--- src/hdl/stt_pkg.sv ---
// Package for the source text tokenizer: token kinds, scan modes and character classes.
package stt_pkg;

  localparam int SOURCE_OFFSET_BITS_DEF = 16;
  localparam int MAX_TOKEN_LENGTH_DEF   = 255;

  localparam logic [2:0] MODE_IDLE    = 3'd0;
  localparam logic [2:0] MODE_IDENT   = 3'd1;
  localparam logic [2:0] MODE_NUMBER  = 3'd2;
  localparam logic [2:0] MODE_DOT     = 3'd3;
  localparam logic [2:0] MODE_COMMENT = 3'd4;

  localparam logic [4:0] K_END     = 5'd0;
  localparam logic [4:0] K_IDENT   = 5'd1;
  localparam logic [4:0] K_INT     = 5'd2;
  localparam logic [4:0] K_REAL    = 5'd3;
  localparam logic [4:0] K_IF      = 5'd4;
  localparam logic [4:0] K_DEF     = 5'd5;
  localparam logic [4:0] K_RETURN  = 5'd6;
  localparam logic [4:0] K_PUNCT0  = 5'd7;
  localparam logic [4:0] K_UNKNOWN = 5'd26;

  typedef struct packed {
    logic [7:0]  length;
    logic [15:0] start_offset;
    logic [15:0] line;
    logic [4:0]  kind;
  } token_t;

  function automatic logic is_letter(input logic [7:0] c);
    return ((c >= 8'h61) && (c <= 8'h7A)) || ((c >= 8'h41) && (c <= 8'h5A));
  endfunction

  function automatic logic is_digit(input logic [7:0] c);
    return (c >= 8'h30) && (c <= 8'h39);
  endfunction

  function automatic logic [4:0] punct_kind(input logic [7:0] c);
    logic [4:0] k;
    unique case (c)
      8'h3D:   k = K_PUNCT0 + 5'd0;   // =
      8'h2C:   k = K_PUNCT0 + 5'd1;   // ,
      8'h3B:   k = K_PUNCT0 + 5'd2;   // ;
      8'h2B:   k = K_PUNCT0 + 5'd3;   // +
      8'h2D:   k = K_PUNCT0 + 5'd4;   // -
      8'h2F:   k = K_PUNCT0 + 5'd5;   // /
      8'h25:   k = K_PUNCT0 + 5'd6;   // %
      8'h2A:   k = K_PUNCT0 + 5'd7;   // *
      8'h21:   k = K_PUNCT0 + 5'd8;   // !
      8'h28:   k = K_PUNCT0 + 5'd9;   // (
      8'h29:   k = K_PUNCT0 + 5'd10;  // )
      8'h5B:   k = K_PUNCT0 + 5'd11;  // [
      8'h5D:   k = K_PUNCT0 + 5'd12;  // ]
      8'h7B:   k = K_PUNCT0 + 5'd13;  // {
      8'h7D:   k = K_PUNCT0 + 5'd14;  // }
      8'h3C:   k = K_PUNCT0 + 5'd15;  // <
      8'h3E:   k = K_PUNCT0 + 5'd16;  // >
      8'h7C:   k = K_PUNCT0 + 5'd17;  // |
      8'h26:   k = K_PUNCT0 + 5'd18;  // &
      default: k = K_UNKNOWN;
    endcase
    return k;
  endfunction

endpackage

--- src/hdl/source_text_tokenizer.sv ---
// Source text tokenizer: turns a stream of ASCII characters into tokens.
//
// The input channel takes one character per beat in in_tdata; in_tuser set
// means the beat carries no character and ends the source, as does a NUL.
// Each token leaves on the output channel as one beat with its kind, line,
// start offset and length; out_tlast marks the final token caused by an
// input beat. An input beat causes zero, one or two tokens.
// The character is scanned in the cycle it is accepted, and its tokens show
// on the output in the cycle after. An input beat that causes at most one
// token is taken every cycle while the receiver is ready; a beat that causes
// two holds the input until its first token has been taken. The two-entry
// result buffer is what sets this rate.
// Reset clears the scanner to idle at line 1, offset 0, and empties the result
// buffer. When the receiver stalls, results wait in the buffer and in_tready
// drops once the buffer cannot take the tokens of another character.
module source_text_tokenizer #(
  parameter int SOURCE_OFFSET_BITS = stt_pkg::SOURCE_OFFSET_BITS_DEF,
  parameter int MAX_TOKEN_LENGTH   = stt_pkg::MAX_TOKEN_LENGTH_DEF
) (
  input  logic        clk,
  input  logic        rst_n,
  input  logic        in_tvalid,
  output logic        in_tready,
  input  logic [7:0]  in_tdata,   // ch
  input  logic        in_tuser,   // end_of_source
  output logic        out_tvalid,
  input  logic        out_tready,
  output logic [47:0] out_tdata,  // kind, line, start_offset, length, zero fill
  output logic        out_tlast
);
  import stt_pkg::*;

  localparam int CNT_W = $clog2(MAX_TOKEN_LENGTH + 1);

  logic [2:0]                    mode_r, mode_nxt;
  logic                          dot_r, dot_nxt;
  logic [15:0]                   line_r, line_nxt;
  logic [SOURCE_OFFSET_BITS-1:0] pos_r, pos_nxt;
  logic [SOURCE_OFFSET_BITS-1:0] beg_r, beg_nxt;
  logic [CNT_W-1:0]              cnt_r, cnt_nxt;
  logic                          tl_r, tl_nxt;
  logic [7:0]                    kw_r [6];

  logic       kw_wr;
  logic [2:0] kw_idx;

  token_t q_r [2];
  logic   qlast_r [2];
  logic [1:0] qcnt_r;

  logic       in_acc, out_acc;
  logic [7:0] c;
  logic       is_end;
  logic       do_flush, do_scan, do_ext;
  logic       fl_v, sc_v;
  token_t     fl_tok, sc_tok, r0, r1;
  logic [4:0] fl_kind;
  logic [7:0] len_sat;
  logic [1:0] n_res;

  assign c      = in_tdata;
  assign is_end = in_tuser || (c == 8'h00);
  assign in_acc = in_tvalid && in_tready;
  assign out_acc = out_tvalid && out_tready;
  assign in_tready = (qcnt_r == 2'd0) || ((qcnt_r == 2'd1) && out_tready);

  assign len_sat = (32'(cnt_r) > 32'd255) ? 8'hFF : 8'(cnt_r);

  always_comb begin
    fl_kind = K_IDENT;
    if (mode_r == MODE_NUMBER) begin
      fl_kind = dot_r ? K_REAL : K_INT;
    end else if (mode_r == MODE_DOT) begin
      fl_kind = K_UNKNOWN;
    end else if (!tl_r) begin
      if ((32'(cnt_r) == 32'd2) && (kw_r[0] == 8'h69) && (kw_r[1] == 8'h66)) begin
        fl_kind = K_IF;
      end else if ((32'(cnt_r) == 32'd3) && (kw_r[0] == 8'h64) && (kw_r[1] == 8'h65)
                   && (kw_r[2] == 8'h66)) begin
        fl_kind = K_DEF;
      end else if ((32'(cnt_r) == 32'd6) && (kw_r[0] == 8'h72) && (kw_r[1] == 8'h65)
                   && (kw_r[2] == 8'h74) && (kw_r[3] == 8'h75) && (kw_r[4] == 8'h72)
                   && (kw_r[5] == 8'h6E)) begin
        fl_kind = K_RETURN;
      end
    end
    fl_tok.kind         = fl_kind;
    fl_tok.line         = line_r;
    fl_tok.start_offset = 16'(beg_r);
    fl_tok.length       = (mode_r == MODE_DOT) ? 8'd1 : len_sat;
  end

  always_comb begin
    mode_nxt = mode_r;
    dot_nxt  = dot_r;
    line_nxt = line_r;
    pos_nxt  = pos_r;
    beg_nxt  = beg_r;
    cnt_nxt  = cnt_r;
    tl_nxt   = tl_r;
    kw_wr    = 1'b0;
    kw_idx   = 3'd0;
    do_flush = 1'b0;
    do_scan  = 1'b0;
    do_ext   = 1'b0;
    sc_v     = 1'b0;
    sc_tok.kind         = punct_kind(c);
    sc_tok.line         = line_r;
    sc_tok.start_offset = 16'(pos_r);
    sc_tok.length       = 8'd1;

    if (is_end) begin
      do_flush = 1'b1;
    end else begin
      pos_nxt = pos_r + SOURCE_OFFSET_BITS'(1);
      unique case (mode_r)
        MODE_COMMENT: begin
          if (c == 8'h0A) begin
            mode_nxt = MODE_IDLE;
            if (line_r != 16'hFFFF) line_nxt = line_r + 16'd1;
          end
        end
        MODE_IDENT: begin
          if (is_letter(c) || is_digit(c)) begin
            do_ext = 1'b1;
          end else begin
            do_flush = 1'b1;
            do_scan  = 1'b1;
          end
        end
        MODE_NUMBER: begin
          if (is_digit(c)) begin
            do_ext = 1'b1;
          end else if ((c == 8'h2E) && !dot_r) begin
            dot_nxt = 1'b1;
            do_ext  = 1'b1;
          end else begin
            do_flush = 1'b1;
            do_scan  = 1'b1;
          end
        end
        MODE_DOT: begin
          if (is_digit(c)) begin
            mode_nxt = MODE_NUMBER;
            do_ext   = 1'b1;
          end else begin
            do_flush = 1'b1;
            do_scan  = 1'b1;
          end
        end
        default: begin
          do_scan = 1'b1;
        end
      endcase
    end

    fl_v = do_flush && ((mode_r == MODE_IDENT) || (mode_r == MODE_NUMBER)
                        || (mode_r == MODE_DOT));
    if (do_flush) begin
      mode_nxt = MODE_IDLE;
      dot_nxt  = 1'b0;
    end

    if (do_ext) begin
      if (32'(cnt_r) < 32'd6) begin
        kw_wr  = 1'b1;
        kw_idx = cnt_r[2:0];
      end else begin
        tl_nxt = 1'b1;
      end
      if (cnt_r < CNT_W'(MAX_TOKEN_LENGTH)) cnt_nxt = cnt_r + CNT_W'(1);
    end

    if (do_scan) begin
      mode_nxt = MODE_IDLE;
      if ((c == 8'h20) || (c == 8'h09) || (c == 8'h0D)) begin
        mode_nxt = MODE_IDLE;
      end else if (c == 8'h0A) begin
        if (line_r != 16'hFFFF) line_nxt = line_r + 16'd1;
      end else if (c == 8'h23) begin
        mode_nxt = MODE_COMMENT;
      end else if (is_letter(c) || is_digit(c) || (c == 8'h2E)) begin
        if (is_letter(c)) begin
          mode_nxt = MODE_IDENT;
        end else if (is_digit(c)) begin
          mode_nxt = MODE_NUMBER;
        end else begin
          mode_nxt = MODE_DOT;
        end
        beg_nxt = pos_r;
        cnt_nxt = CNT_W'(1);
        dot_nxt = (c == 8'h2E);
        tl_nxt  = 1'b0;
        kw_wr   = 1'b1;
        kw_idx  = 3'd0;
      end else begin
        sc_v = 1'b1;
      end
    end

    if (is_end) begin
      sc_v                = 1'b1;
      sc_tok.kind         = K_END;
      sc_tok.start_offset = 16'(pos_r);
      sc_tok.length       = 8'd0;
    end

    r0    = fl_v ? fl_tok : sc_tok;
    r1    = sc_tok;
    n_res = {1'b0, fl_v} + {1'b0, sc_v};
  end

  always_ff @(posedge clk) begin
    if (!rst_n) begin
      mode_r <= MODE_IDLE;
      dot_r  <= 1'b0;
      line_r <= 16'd1;
      pos_r  <= '0;
      beg_r  <= '0;
      cnt_r  <= '0;
      tl_r   <= 1'b0;
    end else if (in_acc) begin
      mode_r <= mode_nxt;
      dot_r  <= dot_nxt;
      line_r <= line_nxt;
      pos_r  <= pos_nxt;
      beg_r  <= beg_nxt;
      cnt_r  <= cnt_nxt;
      tl_r   <= tl_nxt;
    end
  end

  always_ff @(posedge clk) begin
    if (in_acc && kw_wr) begin
      kw_r[kw_idx] <= c;
    end
  end

  always_ff @(posedge clk) begin
    if (!rst_n) begin
      qcnt_r <= 2'd0;
    end else if (in_acc) begin
      qcnt_r <= n_res;
    end else if (out_acc) begin
      qcnt_r <= qcnt_r - 2'd1;
    end
  end

  always_ff @(posedge clk) begin
    if (in_acc) begin
      q_r[0]     <= r0;
      q_r[1]     <= r1;
      qlast_r[0] <= (n_res == 2'd1);
      qlast_r[1] <= 1'b1;
    end else if (out_acc) begin
      q_r[0]     <= q_r[1];
      qlast_r[0] <= qlast_r[1];
    end
  end

  assign out_tvalid = (qcnt_r != 2'd0);
  assign out_tdata  = {3'b000, q_r[0]};
  assign out_tlast  = qlast_r[0];

endmodule

--- config.mk ---
export PLATFORM = sky130hd
export DESIGN_NAME = source_text_tokenizer
export DESIGN_NICKNAME = d
export VERILOG_FILES = /design/src/hdl/stt_pkg.sv /design/src/hdl/source_text_tokenizer.sv
export SDC_FILE = /design/constraint.sdc
export NUM_CORES = 1
export LEC_CHECK = 0
export BUFFER_PORTS_ARGS = -buffer_cell sky130_fd_sc_hd__buf_4
export CAP_MARGIN = 25
export CORE_ASPECT_RATIO = 1.2
export CORE_MARGIN = 2
export CORE_UTILIZATION = 45
export DETAILED_ROUTE_END_ITERATION = 7
export GPL_TIMING_DRIVEN = 0
export HOLD_SLACK_MARGIN = 0.05
export PLACE_DENSITY = 0.71
export SLEW_MARGIN = 10
export SYNTH_ARGS = -nofsm -noshare
export SYNTH_HDL_FRONTEND = slang
export SYNTH_SLANG_ARGS = --single-unit
--- constraint.sdc ---
create_clock -name clk -period 14.6 [get_ports clk]
set_input_delay 1.46 -clock clk [delete_from_list [all_inputs] [get_ports clk]]
set_output_delay 1.46 -clock clk [all_outputs]
set_load 0.01 [all_outputs]
==> qor.csv <==
metric;value;unit
H-tree levels;4;
cell area after synthesis;8860;sq um
Final TNS setup;0;ps
drt wl/cell;17.5;microns
DR vias/cell;5.56;
ANT cells;0;
RSZ-0062 raised after global routing;false;
P_leak;3.53;nW
CTS Buffer Depth;2;
clk_skew;9.61;ps
number of global-route vias before repair;6223;
synthesis-to-layout area growth;16.4;%
TritonCTS buffer count;17;
Cell Area, Placed;9700;sq um
first-pass GRT wire length;32.6;mm
Int Pwr;1.09;mW
Finished Cell Area;10300;sq um
CP startpoint kind;input port;
post-synth top area share;44.8;%
synthesized area per cell;11.1;sq um
CP max stage delay;430;ps
share of cells above drive strength 1;16.1;%
die outline width;132;microns
combined area of the multi-input logic cells;3330;sq um
Starting Density;45.6;%
DRT Wirelength;20.2;mm
Synth Register Bits;196;
switching part of the total power;31.7;%
Ports;64;
DP Worst Slack;9900;ps
final hold vios;0;
gr usage total;20.0;%
final setup margin;10430;ps
GPL Wtd Cong;0.933;
Buf+Inv Stages, Crit Path;6;
relative slew slack;35.8;%
post-synthesis sequential area ratio;59.2;%
Synth area leaders;edfxtp_1 (45%), dfxtp_1 (14%), nand2_1 (4.8%);
CP Max Fanout;29;
Worst setup EP type;flip-flop;
largest net degree at the start of global routing;30;
GRT Residual Overflow;0;
WP data arrival;4330;ps
Clock Tree Root;clkbuf_16;
top_reg_cell synth;edfxtp_1;
Worst-Margin Slew;949;ps
clk slew on worst S/H paths;80;ps
Worst path top cell family by delay;buffers and inverters;
Syn Inst Count;799;
cell row count;56;
drt initial violations;407;
DPL Wire Length;13.8;mm
final core occ;53.1;%
setup violators final;0;
clock share of power;29.4;%
P_sw;0.509;mW
CTS Sinks;196;
IO Port Bufs;60;
final period utilization;28.6;%
core area;19400;sq um
Post-CTS Resized;0;
Setup CP Type;input port to flip-flop;
min Tclk post-route;4170;ps
Yosys top cell by area;edfxtp_1;
via count;6428;
post-synth cell types;79;
ys async rst share;0;%
Critical Path RT;14760;ps
register area;5250;sq um
Final Slew Violations;0;
Die ar.;20800;sq um
# Max-Cap Violations;0;
ANT nets after route;0;
clock latency at the later pin of the worst-skew pair;450;ps
count leader, synth;edfxtp_1;
Comb pwr share;24.0;%
f_max;240;MHz
initial antenna violation count;0;
CP max stage cell;clkinv_2;
most common library cells after synthesis;edfxtp_1 (132), nand2_1 (113), dfxtp_1 (64);
P per Cell Area;155;nW/um^2
Cell Chain, Critical Path;buf_4 -> a21oi_1 -> inv_1 -> nand2_1 -> clkinv_2 -> buf_12 -> nor2_1 -> buf_2 -> clkbuf_1 -> o21ai_0;
Power Total;1.60;mW
Residual DRC;0;
Final Net Count;902;
DR pass1 iterations;5;
setup bufs post-CTS;0;
Seq pwr share;46.6;%
cts hold-fix bufs;0;
Die H;158;microns
Max rail drop VDD;0.0000905;V
CTS tree;done;
Worst Hold Class;flip-flop to flip-flop;
fillers;1687;
warning count from the yosys run;0;
outcome;complete, no violations;
number of synthesized flops with an enable pin;132;
## cells in the final DEF, fill, tap and decap left out, types with 4 or more instances in the layout
master	n
clkbuf_1	22
a31oi_1	9
and3_1	6
mux2i_1	22
buf_4	64
nand2b_1	6
buf_2	11
xor2_1	8
ha_1	7
nor3_1	22
and2_1	11
nand3_1	42
buf_6	5
nor4_1	11
clkinv_8	5
nor2_1	55
dfxtp_1	64
inv_8	4
a211oi_1	5
edfxtp_1	132
clkbuf_16	17
xnor2_1	24
o21ai_0	57
nand3b_1	6
nand4b_1	4
inv_1	18
nor4b_1	5
or3_1	11
nand2_1	113
a21oi_1	18
nand4_1	14
nor2b_1	6
## worst register-to-register path, delay by kind of cell (launching register included)
family | cells | cell delay (ps)
compound gates | 2 | 570
fa+ha+maj | 1 | 220
buf+inv | 6 | 1670
flops | 1 | 370
simple gates | 2 | 580
## cells by family after synthesis
family,after synthesis,share of synthesized area [%]
adder cells (fa/ha/maj),7,0.989
XOR/XNOR,32,3.16
flip-flops,196,59.2
multiplexers,24,2.74
other,1,0.0423
AND/OR/NAND/NOR,338,19.7
buffers and inverters,64,3.50
AO/OA/AOI/OAI,137,10.6
## per-stage QoR
| step | hold WS, ps | cells |
|---|---|---|
| floorplan | 403 | 801 |
| global placement | 407 | 1122 |
| detailed placement | 415 | 1124 |
| CTS | 434 | 1156 |
| global route | 440 | 1156 |
| finish | 436 | 1156 |
## layout make-up
| type | instances | area share (%) |
|---|---|---|
| multi-input combinational | 541 | 32.3 |
| buffer | 45 | 2.32 |
| clock buffer | 17 | 4.13 |
| inverter | 19 | 0.704 |
| tap | 261 | 3.17 |
| sequential | 196 | 50.9 |
| timing repair buffer | 62 | 4.76 |
| clock inverter | 15 | 1.78 |
## power groups by stage
stage / Sequential, mW / Combinational, mW / Clock, mW
2_1_floorplan: 0.797 / 0.167 / 0
3_3_place_gp: 0.775 / 0.366 / 0
3_5_place_dp: 0.759 / 0.387 / 0
4_1_cts: 0.747 / 0.390 / 0.479
5_1_grt: 0.759 / 0.420 / 0.497
6_report: 0.746 / 0.384 / 0.471
## layer usage
layer / vias up / track usage [%] / wire length, microns
met3: 30 / 4.19 / 937
met1: 3108 / 24.3 / 8670
li1: 3116 / - / -
met4: 0 / 7.61 / 395
met5: - / 0 / 0
met2: 174 / 35.1 / 10200
## sequential cells by signal (all words and copies together) (netlist names)
| signal | flops |
|---|---|
| beg_r | 16 |
| cnt_r | 8 |
| dot_r | 1 |
| kw_r | 48 |
| line_r | 16 |
| mode_r | 3 |
| pos_r | 16 |
| q_r | 83 |
| qcnt_r | 2 |
| qlast_r | 2 |
| tl_r | 1 |
## path summary, 6_finish.rpt
kind / startpoint / end / slack, ps / cells past startpoint
setup / recovery: out_tready / q_r[0][16] / 10430 / 10
hold / removal: pos_r[10] / q_r[1][31] / 440 / 0
setup reg to reg: qcnt_r[0] / q_r[0][16] / 10900 / 11
hold reg to reg: pos_r[10] / q_r[1][31] / 440 / 0
Power figures use the tool's default switching activity.
